[src/rtl/hsvca_pkg.sv]
// Shared constants, types and arithmetic helpers for the HSV color adjust pipeline.
package hsvca_pkg;

    localparam int CB       = 8;
    localparam int CMAX     = (1 << CB) - 1;
    localparam int HUE_SEXT = 256;
    localparam int HUE_TURN = 6 * HUE_SEXT;
    localparam int HW       = 11;
    localparam int QW       = (CB > 9) ? CB : 9;
    localparam int NW       = CB + QW;
    localparam int DY       = 2 * CB + 1;
    localparam int BY       = CB + 9;
    localparam int XW       = 2 * CB + 9;
    localparam int WMAX     = 255;
    localparam int FULL     = CMAX * HUE_SEXT;
    localparam int CFG_W    = 12;
    localparam int CFG_IW   = 2;

    localparam int DK = DY + 1;
    localparam longint unsigned DRC = (64'd1 << DK) / CMAX;
    localparam int BK = BY + 1;
    localparam longint unsigned BRC = (64'd1 << BK) / WMAX;

    typedef enum logic [1:0] {
        MAX_RED   = 2'b00,
        MAX_GREEN = 2'b01,
        MAX_BLUE  = 2'b10
    } t_maxc;

    typedef enum logic [CFG_IW-1:0] {
        CFG_HUE = 2'd0,
        CFG_SAT = 2'd1,
        CFG_VAL = 2'd2,
        CFG_SEL = 2'd3
    } t_cfg;

    typedef struct packed {
        logic [CB-1:0] r;
        logic [CB-1:0] g;
        logic [CB-1:0] b;
        logic [7:0]    w;
        logic [CB-1:0] v;
        t_maxc         mc;
        logic          neg;
        logic          wrap;
        logic          dz;
    } t_side;

    typedef struct packed {
        logic [NW-1:0] rem;
        logic [CB-1:0] den;
        logic [QW-1:0] quo;
    } t_dl;

    typedef struct packed {
        logic signed [11:0] hue;
        logic signed [8:0]  sat;
        logic signed [8:0]  val;
    } t_adj;

    function automatic t_dl div_step(t_dl x, int bitpos);
        t_dl           o;
        logic [NW-1:0] sh;
        o  = x;
        sh = NW'(x.den) << bitpos;
        if (x.rem >= sh) begin
            o.rem         = x.rem - sh;
            o.quo[bitpos] = 1'b1;
        end
        return o;
    endfunction

    function automatic logic [CB-1:0] div_cmax(logic [DY-1:0] y);
        logic [63:0] prod;
        logic [63:0] q0;
        logic [63:0] rem;
        prod = 64'(y) * DRC;
        q0   = prod >> DK;
        rem  = 64'(y) - q0 * 64'(CMAX);
        if (rem >= 64'(CMAX)) begin
            q0 = q0 + 64'd1;
        end
        return CB'(q0);
    endfunction

    function automatic logic [CB-1:0] div_w(logic [BY-1:0] y);
        logic [63:0] prod;
        logic [63:0] q0;
        logic [63:0] rem;
        prod = 64'(y) * BRC;
        q0   = prod >> BK;
        rem  = 64'(y) - q0 * 64'(WMAX);
        if (rem >= 64'(WMAX)) begin
            q0 = q0 + 64'd1;
        end
        return CB'(q0);
    endfunction

endpackage

[src/rtl/hsvca_front.sv]
// Input register, max/min analysis and divider operand setup.
module hsvca_front (
    input  logic                    i_clk,
    input  logic                    i_rst_n,
    input  logic                    i_en,
    input  logic                    i_valid,
    input  logic [hsvca_pkg::CB-1:0] i_red,
    input  logic [hsvca_pkg::CB-1:0] i_green,
    input  logic [hsvca_pkg::CB-1:0] i_blue,
    input  logic [7:0]              i_weight,
    input  logic                    i_sel,
    output logic                    o_valid,
    output hsvca_pkg::t_side        o_side,
    output hsvca_pkg::t_dl          o_ls,
    output hsvca_pkg::t_dl          o_lh
);

    logic                     r_v1;
    logic [hsvca_pkg::CB-1:0] r_r, r_g, r_b;
    logic [7:0]               r_w;
    logic                     r_v2;
    hsvca_pkg::t_side         r_sd;
    hsvca_pkg::t_dl           r_ls, r_lh;

    logic [hsvca_pkg::CB-1:0] mx, mn, delta, mag;
    logic signed [hsvca_pkg::CB:0] diff;
    hsvca_pkg::t_maxc         mc;
    hsvca_pkg::t_side         n_sd;
    hsvca_pkg::t_dl           n_ls, n_lh;

    always_comb begin
        mx = r_r;
        mn = r_r;
        if (r_g > mx) mx = r_g;
        if (r_b > mx) mx = r_b;
        if (r_g < mn) mn = r_g;
        if (r_b < mn) mn = r_b;
        delta = mx - mn;
        if (mx == r_r) begin
            mc   = hsvca_pkg::MAX_RED;
            diff = $signed({1'b0, r_g}) - $signed({1'b0, r_b});
        end else if (mx == r_g) begin
            mc   = hsvca_pkg::MAX_GREEN;
            diff = $signed({1'b0, r_b}) - $signed({1'b0, r_r});
        end else begin
            mc   = hsvca_pkg::MAX_BLUE;
            diff = $signed({1'b0, r_r}) - $signed({1'b0, r_g});
        end
        mag = (diff < 0) ? hsvca_pkg::CB'(-diff) : hsvca_pkg::CB'(diff);

        n_sd.r    = r_r;
        n_sd.g    = r_g;
        n_sd.b    = r_b;
        n_sd.w    = r_w;
        n_sd.v    = mx;
        n_sd.mc   = mc;
        n_sd.neg  = diff < 0;
        n_sd.wrap = (mc == hsvca_pkg::MAX_RED) && (r_g < r_b);
        n_sd.dz   = delta == '0;

        n_ls.rem = hsvca_pkg::NW'(delta) * hsvca_pkg::NW'(hsvca_pkg::CMAX)
                 + hsvca_pkg::NW'(mx >> 1);
        n_ls.den = mx;
        n_ls.quo = '0;
        n_lh.rem = (hsvca_pkg::NW'(mag) << 8) + hsvca_pkg::NW'(delta >> 1);
        n_lh.den = delta;
        n_lh.quo = '0;
    end

    always_ff @(posedge i_clk) begin
        if (!i_rst_n) begin
            r_v1 <= 1'b0;
            r_v2 <= 1'b0;
        end else if (i_en) begin
            r_v1 <= i_valid;
            r_v2 <= r_v1;
        end
    end

    always_ff @(posedge i_clk) begin
        if (i_en) begin
            r_r  <= i_red;
            r_g  <= i_green;
            r_b  <= i_blue;
            r_w  <= i_sel ? i_weight : 8'(hsvca_pkg::WMAX);
            r_sd <= n_sd;
            r_ls <= n_ls;
            r_lh <= n_lh;
        end
    end

    assign o_valid = r_v2;
    assign o_side  = r_sd;
    assign o_ls    = r_ls;
    assign o_lh    = r_lh;

endmodule

[config.mk]
export PLATFORM = sky130hd
export DESIGN_NAME = hsvca_front
export DESIGN_NICKNAME = d
export VERILOG_FILES = /design/src/rtl/hsvca_pkg.sv /design/src/rtl/hsvca_front.sv
export SDC_FILE = /design/constraint.sdc
export NUM_CORES = 1
export LEC_CHECK = 0
export BUFFER_PORTS_ARGS = -buffer_cell sky130_fd_sc_hd__buf_4
export CORE_ASPECT_RATIO = 0.6
export CORE_MARGIN = 2
export CORE_UTILIZATION = 62
export CTS_CLUSTER_DIAMETER = 200
export DETAILED_ROUTE_END_ITERATION = 16
export PLACE_DENSITY = 0.95
export SLEW_MARGIN = 20
export SYNTH_ARGS = -nofsm -noshare
export SYNTH_HDL_FRONTEND = slang
export SYNTH_SLANG_ARGS = --single-unit
[constraint.sdc]
create_clock -name i_clk -period 14 [get_ports i_clk]
set_input_delay 0.7 -clock i_clk [delete_from_list [all_inputs] [get_ports i_clk]]
set_output_delay 0.7 -clock i_clk [all_outputs]
set_load 0.01 [all_outputs]
# Yosys cells after proc, flatten, opt, wreduce, memory -nomap -nowiden
# Cells that the tools add are included.
[classes] muxes=9 n_addsub=7 reduce_logical=3 n_lt_le_gt_ge=6 n_mul=1 eq_ne=2
[ops] op="2-to-1 mux 8 bit" n=5
[ops] op="adder 16 x 7 -> 17 bit" n=2
[ops] op="subtractor 8 x 8 -> 9 bit" n=3
[ops] op="less-than comparator 8 bit" n=3
[ops] op="2-to-1 mux 9 bit" n=2
[ops] op="equality test 8 bit" n=2
[ops] op="greater-than comparator 8 bit" n=2
[ops] op="multiplier 8 x 8 -> 16 bit, second input constant" n=1
[ops] op="less-than comparator 9 x 1 -> 1 bit, second input constant" n=1
[ops] op="zero test 8 bit" n=1
[ops] op="negator 8 bit" n=1
[ops] op="subtractor 8 bit" n=1
[ops] op="2-to-1 mux 2 bit" n=2
[ops] op="zero test 2 bit" n=1
[ops] op="logical AND 1 bit" n=1
[totals] input_bits=37 ff_bits=121 elab_cells=46 output_inout_bits=114

# Longest topological paths before layout
# Gate-level depths: netlist of run 1.
[logic_depth] ltp_word=10 depth_mapped=49 mapped_depth_nobuf=45

# Worst setup path after synthesis of run 1
# Ideal clock, no wire load.
[synth_timing] kind="register to register" from="reg r_g[2] in the netlist's numbering" to="reg r_ls, in the netlist o_ls[33] (data pin)" required_ps=13805 stages_incl_launch_ff=46 arrival_ps=9282 setup_time_ps=195 path_buffers=2 period_less_slack_ps=9477 path_slack_ps=4523 path_cell_list="edfxtp_1 > clkbuf_1 > inv_1 > ha_1 > and3b_1 > o211ai_1 > nand2_2 > nor2_1 > a21oi_1 > ha_1 > and4_1 > nand4_1 > a211oi_2 > nor2_4 > or2_1 > buf_2 > nor3b_2 > nor2_1 > [... 10 more ...] > inv_1 > ha_1 > inv_1 > fa_1 > inv_1 > ha_1 > a21o_1 > a21oi_1 > o21ai_0 > a21oi_1 > o21ai_0 > a21oi_1 > o21ai_0 > a21oi_1 > o21bai_1 > a21oi_1 > nor2b_1 > o311ai_0"
[synth_rtl] item="start: declaration" line_no="hsvca_front.sv:19" source="logic [hsvca_pkg::CB-1:0] r_r, r_g, r_b;"
[synth_rtl] item="start signal: assignment" line_no="hsvca_front.sv:83" source="r_g <= i_green;"
[synth_rtl] item="end signal: assignment" line_no="hsvca_front.sv:87" source="r_ls <= n_ls;"
[synth_rtl] item="end: declaration" line_no="hsvca_front.sv:23" source="hsvca_pkg::t_dl r_ls, r_lh;"

==> run_summary.xml, run 1 <==
<?xml version="1.0" encoding="UTF-8"?>
<metrics>
  <group name="status">
    <metric name="outcome" unit="">completed</metric>
  </group>
  <group name="routing">
    <metric name="route.detailed.wl_per_inst" unit="um">20.85</metric>
    <metric name="vias" unit="">6852</metric>
    <metric name="wl_met3" unit="mm">3.583</metric>
    <metric name="top_layer_used" unit="">met4</metric>
    <metric name="final_antenna_net_count" unit="">0</metric>
    <metric name="drt_iter0_drc" unit="">965</metric>
    <metric name="viasPerCell" unit="">6.005</metric>
    <metric name="finalWirelength" unit="mm">23.79</metric>
    <metric name="dr.pass1.iters" unit="">6</metric>
    <metric name="detail_route.wirelength.met1" unit="mm">10.50</metric>
    <metric name="met2_wirelength" unit="mm">9.419</metric>
    <metric name="drc" unit="">0</metric>
  </group>
  <group name="synth">
    <metric name="ys.flop_type" unit="">edfxtp_1</metric>
    <metric name="syn-cell-area" unit="sq mm">0.008959</metric>
    <metric name="netlist-cell-type-count" unit="">83</metric>
    <metric name="gate_count_post_synth" unit="">834</metric>
    <metric name="number_of_enable_type_register_cells_in_the_synthesized_netlist" unit="">110</metric>
    <metric name="synth.yosys.warnings" unit="">0</metric>
    <metric name="synth-seq-cells" unit="">112</metric>
    <metric name="synth_area_per_cell" unit="sq um">10.74</metric>
    <metric name="postSynth.asyncResetShare" unit="%">0</metric>
    <metric name="synth_sequential_area_ratio" unit="%">37.32</metric>
  </group>
  <group name="global_route">
    <metric name="first_pass_grt_wire_length" unit="mm">37.38</metric>
    <metric name="grt_overflow_total" unit="">0</metric>
    <metric name="overall_global_routing_resource_usage" unit="%">31.28</metric>
    <metric name="number_of_global_route_vias_before_repair" unit="">6645</metric>
    <metric name="grt_start_max_net_pins" unit="">78</metric>
    <metric name="antenna_violations_before_repair" unit="">0</metric>
  </group>
  <group name="clock_tree">
    <metric name="postCtsSetupBuffers" unit="">0</metric>
    <metric name="cts.hold.buffers_added" unit="">0</metric>
    <metric name="cts_htree_levels" unit="">3</metric>
    <metric name="cts-buffers-inserted" unit="">9</metric>
    <metric name="clk_pin_slew" unit="ns">0.08</metric>
    <metric name="clk_buf_depth" unit="">2</metric>
    <metric name="cts.sinks" unit="">112</metric>
    <metric name="cts.root.buffer_cell" unit="">clkbuf_16</metric>
    <metric name="cts_resized" unit="">0</metric>
    <metric name="clock_network_latency_to_the_later_pin_of_the_worst_skew_pair" unit="ns">0.36</metric>
    <metric name="cts_tree" unit="">done</metric>
  </group>
  <group name="placed_design">
    <metric name="detailedPlace.worstSlack" unit="ns">2.683</metric>
    <metric name="detailedPlacementHpwl" unit="mm">18.55</metric>
    <metric name="port_buffers" unit="">130</metric>
    <metric name="finalWeightedCongestion" unit="">1.006</metric>
  </group>
  <group name="layout">
    <metric name="seq_area" unit="sq mm">0.003343</metric>
    <metric name="final_core_utilization" unit="%">73.49</metric>
    <metric name="area_growth" unit="%">13.81</metric>
    <metric name="multiInputGateArea" unit="sq mm">0.004880</metric>
    <metric name="filler_cell_count" unit="">960</metric>
    <metric name="layout-drive-gt1-share" unit="%">19.39</metric>
    <metric name="num_antenna_cells" unit="">0</metric>
    <metric name="finish.net_count" unit="">1104</metric>
  </group>
  <group name="die">
    <metric name="io_pins" unit="">151</metric>
    <metric name="core_area" unit="sq mm">0.01387</metric>
    <metric name="die-width" unit="um">159.2</metric>
    <metric name="placement_rows" unit="">33</metric>
    <metric name="initial_core_util" unit="%">64.57</metric>
    <metric name="die_height" unit="um">97.11</metric>
    <metric name="dieArea" unit="sq mm">0.01546</metric>
  </group>
  <group name="setup_path">
    <metric name="required_time_of_the_worst_setup_path" unit="ns">14.16</metric>
    <metric name="critical_path.max_fanout" unit="">12</metric>
    <metric name="critPathMaxStageDelay" unit="ns">0.72</metric>
    <metric name="setup.worst_path.end_class" unit="">register</metric>
    <metric name="startpoint_type" unit="">register</metric>
    <metric name="worstSetupPathType" unit="">register to register</metric>
    <metric name="critical-path-slowest-cell" unit="">nor2_1</metric>
    <metric name="worstPathArrival" unit="ns">11.87</metric>
  </group>
  <group name="min_path">
    <metric name="min_path_type" unit="">register to register</metric>
  </group>
  <group name="sta">
    <metric name="setup-violations-final" unit="">0</metric>
    <metric name="timing.final.hold_violations" unit="">0</metric>
    <metric name="fin_worst_skew" unit="ns">0.01072</metric>
    <metric name="tightestPinTransition" unit="ns">0.9988</metric>
    <metric name="slew_viols_final" unit="">0</metric>
    <metric name="max_clock_freq" unit="GHz">0.08539</metric>
    <metric name="rsz0062_at_grt" unit="">no</metric>
    <metric name="timing.slew.headroom" unit="%">33.42</metric>
    <metric name="postLayoutSetupSlackWorst" unit="ns">2.290</metric>
    <metric name="totalNegativeSetupSlack" unit="ns">0</metric>
    <metric name="layout_min_cycle_time" unit="ns">11.71</metric>
    <metric name="fin_crit_sh" unit="%">83.65</metric>
  </group>
  <group name="flow_run">
    <metric name="max-cap-violations" unit="">0</metric>
  </group>
</metrics>
-- metal layers --
| layer | up-vias | track usage [%] |
|---|---|---|
| li1 | 3107 | - |
| met1 | 3227 | 47.64 |
| met2 | 487 | 43.28 |
| met3 | 31 | 10.93 |
| met4 | 0 | 5.594 |
| met5 | - | 0 |
-- cell families (layout without fill, tap and decap cells) --
group / after synthesis / in the layout / share of synthesized area [%]
XOR/XNOR: 63 / 63 / 6.453
flip-flops: 112 / 112 / 37.32
multiplexers: 26 / 26 / 3.170
AO/OA/AOI/OAI: 179 / 179 / 14.50
adder cells (fa/ha/maj): 123 / 123 / 19.78
AND/OR/NAND/NOR: 159 / 159 / 9.734
other: 1 / 20 / 0.04186
buffers and inverters: 171 / 267 / 9.008
-- critical path: cells and delay by family (launching register included) --
family                   cells  cell delay (ns)
adder cells (fa/ha/maj)      9             3.38
buffers and inverters        6             0.47
XOR/XNOR                     2             0.63
AND/OR/NAND/NOR             10             2.68
AO/OA/AOI/OAI               15             3.83
flip-flops                   1             0.51
-- cell type report --
cell class / instances / area share (%)
multi-input cells: 570 / 47.86
flip-flops and latches: 112 / 32.79
repair buffers: 131 / 9.645
inverters: 120 / 4.418
well taps: 192 / 2.356
clock buffers: 9 / 2.209
clock inverters: 7 / 0.7240
-- cells in the mapped netlist, types with 3 or more instances --
cell        n  area share (%)
nor3_1      5            0.28
a21boi_0    5            0.42
and3_1      4            0.28
mux2i_1    16             1.8
xor2_1     22             2.2
and2_1      7            0.49
inv_1     119             5.0
o21bai_1   12             1.0
nor2b_1     8            0.56
buf_2       6            0.34
o311ai_0    3            0.29
edfxtp_1  110              37
nand2b_1   15             1.0
or2_1       4            0.28
nand4_1     8            0.56
a31oi_1     4            0.28
o21ai_0    25             1.4
mux2_2      7            0.88
fa_1       31             6.9
o221ai_1    6            0.59
a21o_1     18             1.5
nand2_1    31             1.3
a21oi_1    52             2.9
nor2_1     40             1.7
clkbuf_1    5            0.21
o211ai_1    5            0.42
buf_4      38             3.2
ha_1       92              13
o22ai_1     5            0.35
xnor2_1    39             3.8
nand3_1    11            0.61
o21ai_1     8            0.45
-- cell usage in the layout (no fill, tap or decap), drive strengths merged, types with 6 or more instances in the layout --
| cell type | synthesis | routed |
|---|---|---|
| nor3 | 8 | 8 |
| o21bai | 12 | 12 |
| edfxtp | 110 | 110 |
| a21o | 18 | 18 |
| nand3 | 13 | 13 |
| clkbuf | 5 | 9 |
| o211ai | 6 | 6 |
| a21boi | 6 | 6 |
| nand2b | 15 | 15 |
| and2 | 7 | 7 |
| nor2b | 8 | 8 |
| fa | 31 | 31 |
| nand2 | 33 | 33 |
| xor2 | 23 | 23 |
| a21oi | 55 | 55 |
| or2 | 6 | 6 |
| buf | 46 | 131 |
| o221ai | 6 | 6 |
| conb | 1 | 20 |
| xnor2 | 40 | 40 |
| nand4 | 8 | 8 |
| mux2 | 9 | 9 |
| nor2 | 41 | 41 |
| ha | 92 | 92 |
| o21ai | 34 | 34 |
| mux2i | 17 | 17 |
| inv | 119 | 123 |
-- worst paths after layout --
path                                      startpoint                    to  slack (ns)  cells after the start
worst max-delay path                r_g[7]$_DFFE_PP_    o_ls[33]$_DFFE_PP_        2.29                     42
worst max register to register      r_g[7]$_DFFE_PP_    o_ls[33]$_DFFE_PP_        2.29                     42
worst min-delay path            r_w[0]$_SDFFCE_PN1P_  o_side[13]$_DFFE_PP_        0.42                      0
worst min register to register  r_w[0]$_SDFFCE_PN1P_  o_side[13]$_DFFE_PP_        0.42                      0
-- sequential cells by signal, summed over array words and instances, names as in the netlist, 8 cells and up --
register  count
r_w           8
r_b           8
o_ls         25
o_lh         16
r_g           8
r_r           8
o_side       37
-- per-stage QoR --
| step | hold slack, ns | std cells | area, sq um |
|---|---|---|---|
| 2_1_floorplan | 0.4003 | 853 | 9030 |
| 3_3_place_gp | 0.4002 | 1125 | 9897 |
| 3_5_place_dp | 0.4045 | 1125 | 9897 |
| 4_1_cts | 0.4240 | 1141 | 10200 |
| 5_1_grt | 0.4340 | 1141 | 10200 |
| 6_report | 0.4210 | 1141 | 10200 |
Power of run 1 is not shown: default switching activity piles up to over one toggle a cycle in this logic, so the estimate is an artifact.
==> run 2: changes to the inputs <==
--- a/config.mk
+++ b/config.mk
@@ -8,10 +8,10 @@
 export BUFFER_PORTS_ARGS = -buffer_cell sky130_fd_sc_hd__buf_4
 export CORE_ASPECT_RATIO = 0.6
 export CORE_MARGIN = 2
-export CORE_UTILIZATION = 62
+export CORE_UTILIZATION = 58
 export CTS_CLUSTER_DIAMETER = 200
 export DETAILED_ROUTE_END_ITERATION = 16
-export PLACE_DENSITY = 0.95
+export PLACE_DENSITY = 0.92
 export SLEW_MARGIN = 20
 export SYNTH_ARGS = -nofsm -noshare
 export SYNTH_HDL_FRONTEND = slang
==> constraint.sdc (replaced) <==
create_clock -name i_clk -period 12.1 [get_ports i_clk]
set_input_delay 0.605 -clock i_clk [delete_from_list [all_inputs] [get_ports i_clk]]
set_output_delay 0.605 -clock i_clk [all_outputs]
set_load 0.01 [all_outputs]
==> run_summary.xml, run 2 (same netlist as run 1, synthesis figures left out) <==
<?xml version="1.0" encoding="UTF-8"?>
<metrics>
  <group name="layout">
    <metric name="num_antenna_cells" unit="">0</metric>
    <metric name="mostFrequentLayoutCell" unit="">buf_4</metric>
    <metric name="seq_area" unit="sq mm">0.003343</metric>
    <metric name="layout-drive-gt1-share" unit="%">20.13</metric>
    <metric name="most-common-layout-cells" unit="">buf_4 (136), inv_1 (119), edfxtp_1 (110), ha_1 (92), a21oi_1 (52)</metric>
    <metric name="area_growth" unit="%">14.55</metric>
    <metric name="multiInputGateArea" unit="sq mm">0.004887</metric>
    <metric name="largest_reg_flops" unit="">37</metric>
    <metric name="filler_cell_count" unit="">1167</metric>
    <metric name="finish.net_count" unit="">1109</metric>
  </group>
  <group name="min_path">
    <metric name="holdCritStartpoint" unit="">i_green[1]</metric>
    <metric name="holdPathStages" unit="">1</metric>
    <metric name="min_path_type" unit="">input pin to register</metric>
    <metric name="min_to" unit="">r_g[1]$_DFFE_PP_</metric>
  </group>
  <group name="global_route">
    <metric name="antenna_violations_before_repair" unit="">0</metric>
    <metric name="grt_start_max_net_pins" unit="">60</metric>
    <metric name="grt_overflow_total" unit="">0</metric>
    <metric name="first_pass_grt_wire_length" unit="mm">35.65</metric>
    <metric name="number_of_global_route_vias_before_repair" unit="">6538</metric>
    <metric name="overall_global_routing_resource_usage" unit="%">28.69</metric>
  </group>
  <group name="routing">
    <metric name="dr.pass1.iters" unit="">6</metric>
    <metric name="finalWirelength" unit="mm">22.92</metric>
    <metric name="drc" unit="">0</metric>
    <metric name="viasPerCell" unit="">5.804</metric>
    <metric name="route.detailed.wl_per_inst" unit="um">19.81</metric>
    <metric name="final_antenna_net_count" unit="">0</metric>
    <metric name="drt_iter0_drc" unit="">750</metric>
    <metric name="vias" unit="">6715</metric>
  </group>
  <group name="clock_tree">
    <metric name="cts_htree_levels" unit="">3</metric>
    <metric name="postCtsSetupBuffers" unit="">0</metric>
    <metric name="cts.root.buffer_cell" unit="">clkbuf_16</metric>
    <metric name="clock_network_latency_to_the_later_pin_of_the_worst_skew_pair" unit="ns">0.37</metric>
    <metric name="cts_resized" unit="">0</metric>
    <metric name="cts.sinks" unit="">112</metric>
    <metric name="clk_buf_depth" unit="">2</metric>
    <metric name="cts_tree" unit="">done</metric>
    <metric name="cts.hold.buffers_added" unit="">0</metric>
    <metric name="cts-buffers-inserted" unit="">9</metric>
    <metric name="clk_pin_slew" unit="ns">0.09</metric>
  </group>
  <group name="setup_path">
    <metric name="worstSetupPathType" unit="">register to register</metric>
    <metric name="worst_setup_path_startpoint" unit="">r_g[7]$_DFFE_PP_</metric>
    <metric name="r2r.worst_path.cells" unit="">41</metric>
    <metric name="setup.worst_path.end_class" unit="">register</metric>
    <metric name="startpoint_type" unit="">register</metric>
    <metric name="r2r-start" unit="">r_g[7]$_DFFE_PP_</metric>
    <metric name="worst-r2r-setup-slack" unit="ns">0.88</metric>
    <metric name="critical_path.max_fanout" unit="">11</metric>
    <metric name="critical-path-slowest-cell" unit="">fa_1</metric>
    <metric name="worstPathArrival" unit="ns">11.38</metric>
    <metric name="timing.rr.end" unit="">o_ls[33]$_DFFE_PP_</metric>
    <metric name="critPathMaxStageDelay" unit="ns">0.59</metric>
    <metric name="required_time_of_the_worst_setup_path" unit="ns">12.26</metric>
  </group>
  <group name="placed_design">
    <metric name="finalWeightedCongestion" unit="">1.007</metric>
    <metric name="port_buffers" unit="">130</metric>
    <metric name="detailedPlacementHpwl" unit="mm">17.99</metric>
  </group>
  <group name="die">
    <metric name="core_area" unit="sq mm">0.01524</metric>
    <metric name="io_pins" unit="">151</metric>
    <metric name="initial_core_util" unit="%">58.78</metric>
    <metric name="die_height" unit="um">100.3</metric>
    <metric name="die-width" unit="um">164.4</metric>
    <metric name="placement_rows" unit="">35</metric>
    <metric name="dieArea" unit="sq mm">0.01649</metric>
  </group>
  <group name="sta">
    <metric name="fin_worst_skew" unit="ns">0.01625</metric>
    <metric name="setup-violations-final" unit="">0</metric>
    <metric name="max_clock_freq" unit="GHz">0.08912</metric>
    <metric name="layout_min_cycle_time" unit="ns">11.22</metric>
    <metric name="fin_crit_sh" unit="%">92.73</metric>
    <metric name="totalNegativeSetupSlack" unit="ns">0</metric>
    <metric name="timing.slew.headroom" unit="%">41.87</metric>
    <metric name="slew_viols_final" unit="">0</metric>
    <metric name="tightestPinTransition" unit="ns">0.8691</metric>
    <metric name="timing.final.hold_violations" unit="">0</metric>
    <metric name="rsz0062_at_grt" unit="">no</metric>
  </group>
  <group name="flow_run">
    <metric name="max-cap-violations" unit="">0</metric>
  </group>
  <group name="status">
    <metric name="outcome" unit="">completed</metric>
  </group>
</metrics>
[run 2: how the worst max path moves through the flow]
stage                               endpoint  slack, ns  depth (start not counted)
after floorplan           o_ls[33]$_DFFE_PP_       2.62                         45
after global placement    o_ls[33]$_DFFE_PP_       1.02                         41
after detailed placement  o_ls[33]$_DFFE_PP_       0.75                         42
after CTS                 o_ls[33]$_DFFE_PP_       0.66                         42
after global routing      o_ls[32]$_DFFE_PP_       0.13                         44
final                     o_ls[33]$_DFFE_PP_       0.88                         41
[run 2: worst max-delay path: cells and delay by family (launching register included)]
kind                       cells  cell delay (ns)
buffers and inverters          6             0.44
xor gates and xnor gates       2             0.63
and+or+nand+nor               10             2.50
AOI/OAI and AO/OA             14             3.50
adders and majority gates      9             3.41
DFF                            1             0.53
[run 2: per-stage QoR]
step | hold slack, ns | std cells | util, % | instance area [sq um] | setup WS (ns)
after CTS | 0.4053 | 1157 | 67.29 | 10250 | 0.6612
after detailed placement | 0.4045 | 1141 | 65.28 | 9948 | 0.7511
after floorplan | 0.4003 | 853 | - | 9030 | 2.623
final | 0.4079 | 1157 | 67.34 | 10260 | 0.8794
after global placement | 0.4015 | 1141 | 65.28 | 9948 | 1.021
after global routing | 0.4036 | 1157 | 67.34 | 10260 | 0.1344
[run 2: layer usage]
metal  share of wire, %  global-route usage [%]
met1                 45                   43.42
met2                 41                   40.81
met3                 13                   8.471
met4               0.99                   6.020
met5                  0                       0
[run 2: layout make-up]
type	count	share of cell area, %
tap	203	2.475
inverter	120	4.389
sequential	112	32.58
timing repair buffer	136	9.949
multi-input combinational	570	47.62
clock inverter	7	0.7925
clock buffer	9	2.195
Power of run 2 is left out for the same reason.
==> run 3: changes to the inputs <==
--- a/config.mk
+++ b/config.mk
@@ -8,10 +8,12 @@
 export BUFFER_PORTS_ARGS = -buffer_cell sky130_fd_sc_hd__buf_4
 export CORE_ASPECT_RATIO = 0.6
 export CORE_MARGIN = 2
-export CORE_UTILIZATION = 58
+export CORE_UTILIZATION = 59
+export CTS_BUF_LIST = sky130_fd_sc_hd__clkbuf_4 sky130_fd_sc_hd__clkbuf_8
 export CTS_CLUSTER_DIAMETER = 200
 export DETAILED_ROUTE_END_ITERATION = 16
-export PLACE_DENSITY = 0.92
+export MAX_ROUTING_LAYER = met4
+export PLACE_DENSITY = 0.93
 export SLEW_MARGIN = 20
 export SYNTH_ARGS = -nofsm -noshare
 export SYNTH_HDL_FRONTEND = slang
==> run_summary.xml, run 3 (same netlist as run 1, synthesis figures left out) <==
<?xml version="1.0" encoding="UTF-8"?>
<metrics>
  <group name="min_path">
    <metric name="min_path_type" unit="">input pin to register</metric>
    <metric name="holdCritStartpoint" unit="">i_red[3]</metric>
  </group>
  <group name="setup_path">
    <metric name="startpoint_type" unit="">register</metric>
    <metric name="critical_path.max_fanout" unit="">9</metric>
    <metric name="critical-path-slowest-cell" unit="">fa_1</metric>
    <metric name="worst_setup_path_startpoint" unit="">r_g[5]$_DFFE_PP_</metric>
    <metric name="crit_path_frequent_cell" unit="">ha_1</metric>
    <metric name="required_time_of_the_worst_setup_path" unit="ns">12.27</metric>
    <metric name="setup.worst_path.end_class" unit="">register</metric>
    <metric name="critPathMaxStageDelay" unit="ns">0.56</metric>
    <metric name="worstSetupPathType" unit="">register to register</metric>
    <metric name="worstPathArrival" unit="ns">11.43</metric>
    <metric name="r2r-start" unit="">r_g[5]$_DFFE_PP_</metric>
  </group>
  <group name="sta">
    <metric name="max_clock_freq" unit="GHz">0.08876</metric>
    <metric name="rsz0062_at_grt" unit="">no</metric>
    <metric name="slew_viols_final" unit="">0</metric>
    <metric name="fin_crit_sh" unit="%">93.11</metric>
    <metric name="timing.slew.headroom" unit="%">41.51</metric>
    <metric name="tightestPinTransition" unit="ns">0.8745</metric>
    <metric name="fin_worst_skew" unit="ns">0.02607</metric>
    <metric name="setup-violations-final" unit="">0</metric>
    <metric name="timing.final.hold_violations" unit="">0</metric>
    <metric name="totalNegativeSetupSlack" unit="ns">0</metric>
    <metric name="layout_min_cycle_time" unit="ns">11.27</metric>
  </group>
  <group name="routing">
    <metric name="drc" unit="">0</metric>
    <metric name="route.detailed.wl_per_inst" unit="um">20.02</metric>
    <metric name="viasPerCell" unit="">5.905</metric>
    <metric name="drt_iter0_drc" unit="">757</metric>
    <metric name="finalWirelength" unit="mm">23.02</metric>
    <metric name="dr.pass1.iters" unit="">6</metric>
    <metric name="vias" unit="">6791</metric>
    <metric name="final_antenna_net_count" unit="">0</metric>
  </group>
  <group name="die">
    <metric name="die_height" unit="um">99.45</metric>
    <metric name="die-width" unit="um">163.1</metric>
    <metric name="io_pins" unit="">151</metric>
    <metric name="initial_core_util" unit="%">61.04</metric>
    <metric name="core_area" unit="sq mm">0.01468</metric>
    <metric name="dieArea" unit="sq mm">0.01622</metric>
    <metric name="placement_rows" unit="">34</metric>
  </group>
  <group name="clock_tree">
    <metric name="cts.hold.buffers_added" unit="">0</metric>
    <metric name="clock_network_latency_to_the_later_pin_of_the_worst_skew_pair" unit="ns">0.41</metric>
    <metric name="clk_buf_depth" unit="">2</metric>
    <metric name="cts_htree_levels" unit="">3</metric>
    <metric name="cts.root.buffer_cell" unit="">clkbuf_8</metric>
    <metric name="clk_pin_slew" unit="ns">0.14</metric>
    <metric name="postCtsSetupBuffers" unit="">0</metric>
    <metric name="cts_tree" unit="">done</metric>
    <metric name="cts_resized" unit="">0</metric>
    <metric name="cts-buffers-inserted" unit="">9</metric>
    <metric name="cts.sinks" unit="">112</metric>
  </group>
  <group name="status">
    <metric name="outcome" unit="">completed</metric>
  </group>
  <group name="flow_run">
    <metric name="max-cap-violations" unit="">0</metric>
  </group>
  <group name="layout">
    <metric name="finish.net_count" unit="">1107</metric>
    <metric name="filler_cell_count" unit="">1105</metric>
    <metric name="layout-drive-gt1-share" unit="%">20.06</metric>
    <metric name="most-common-layout-cells" unit="">buf_4 (134), inv_1 (119), edfxtp_1 (110), ha_1 (92), a21oi_1 (52)</metric>
    <metric name="num_antenna_cells" unit="">0</metric>
    <metric name="mostFrequentLayoutCell" unit="">buf_4</metric>
    <metric name="largest_reg_flops" unit="">37</metric>
    <metric name="area_growth" unit="%">13.35</metric>
  </group>
  <group name="global_route">
    <metric name="grt_start_max_net_pins" unit="">63</metric>
    <metric name="antenna_violations_before_repair" unit="">0</metric>
    <metric name="number_of_global_route_vias_before_repair" unit="">6415</metric>
    <metric name="overall_global_routing_resource_usage" unit="%">30.11</metric>
    <metric name="first_pass_grt_wire_length" unit="mm">35.67</metric>
    <metric name="grt_overflow_total" unit="">0</metric>
  </group>
  <group name="placed_design">
    <metric name="port_buffers" unit="">130</metric>
    <metric name="detailedPlacementHpwl" unit="mm">18.26</metric>
    <metric name="finalWeightedCongestion" unit="">1.001</metric>
  </group>
</metrics>
run 3: cell types whose count changed in the layout (fill, tap and decap cells not counted), moves of 2 or more:
cell | before | now
inv_6 | 2 | 4
clkbuf_16 | 9 | 0
clkbuf_8 | 0 | 9
buf_4 | 136 | 134
inv_8 | 2 | 0
run 3: worst max-delay path, delay by kind of cell, from the launching register on:
family | cells | cell delay, ns
flip-flops | 1 | 0.52
buffers and inverters | 4 | 0.40
adder cells (fa/ha/maj) | 9 | 3.64
AO/OA/AOI/OAI | 18 | 4.57
XOR/XNOR | 2 | 0.22
AND/OR/NAND/NOR | 7 | 1.68
run 3: cell type report:
type	instances	area, sq um	area share (%)
Multi-Input combinational cell	570	4900	48.25
Sequential cell	112	3343	32.92
Timing Repair Buffer	134	1006	9.906
Inverter	120	450.4	4.436
Tap cell	198	247.7	2.440
Clock buffer	9	123.9	1.220
Clock inverter	7	83.83	0.8255
run 3: layer usage:
metal | up-vias | global-route usage (%) | wire length (um)
met5 | - | - | 0
met4 | 0 | 6.059 | 257
met3 | 28 | 10.93 | 3262
met2 | 422 | 38.04 | 8721
met1 | 3218 | 45.70 | 10780
li1 | 3123 | - | -
run 3: stage by stage:
step	area, sq um	worst slack, ns	hold slack, ns	instances	utilization [%]
after global placement	9927	0.9113	0.4006	1134	67.64
after floorplan	9030	2.623	0.4003	853	-
after global routing	10150	0.1278	0.3372	1150	69.19
after CTS	10130	0.6443	0.3458	1150	69.05
final	10150	0.8333	0.3557	1150	69.19
after detailed placement	9927	0.7627	0.4052	1134	67.64
run 3: final timing paths:
kind,depth (start not counted),slack [ns],to
setup / recovery,40,0.83,o_ls[32]$_DFFE_PP_
hold / removal,1,0.36,r_r[3]$_DFFE_PP_
setup reg to reg,40,0.83,o_ls[32]$_DFFE_PP_
hold reg to reg,0,0.42,o_side[19]$_DFFE_PP_
Power of run 3 is left out for the same reason.
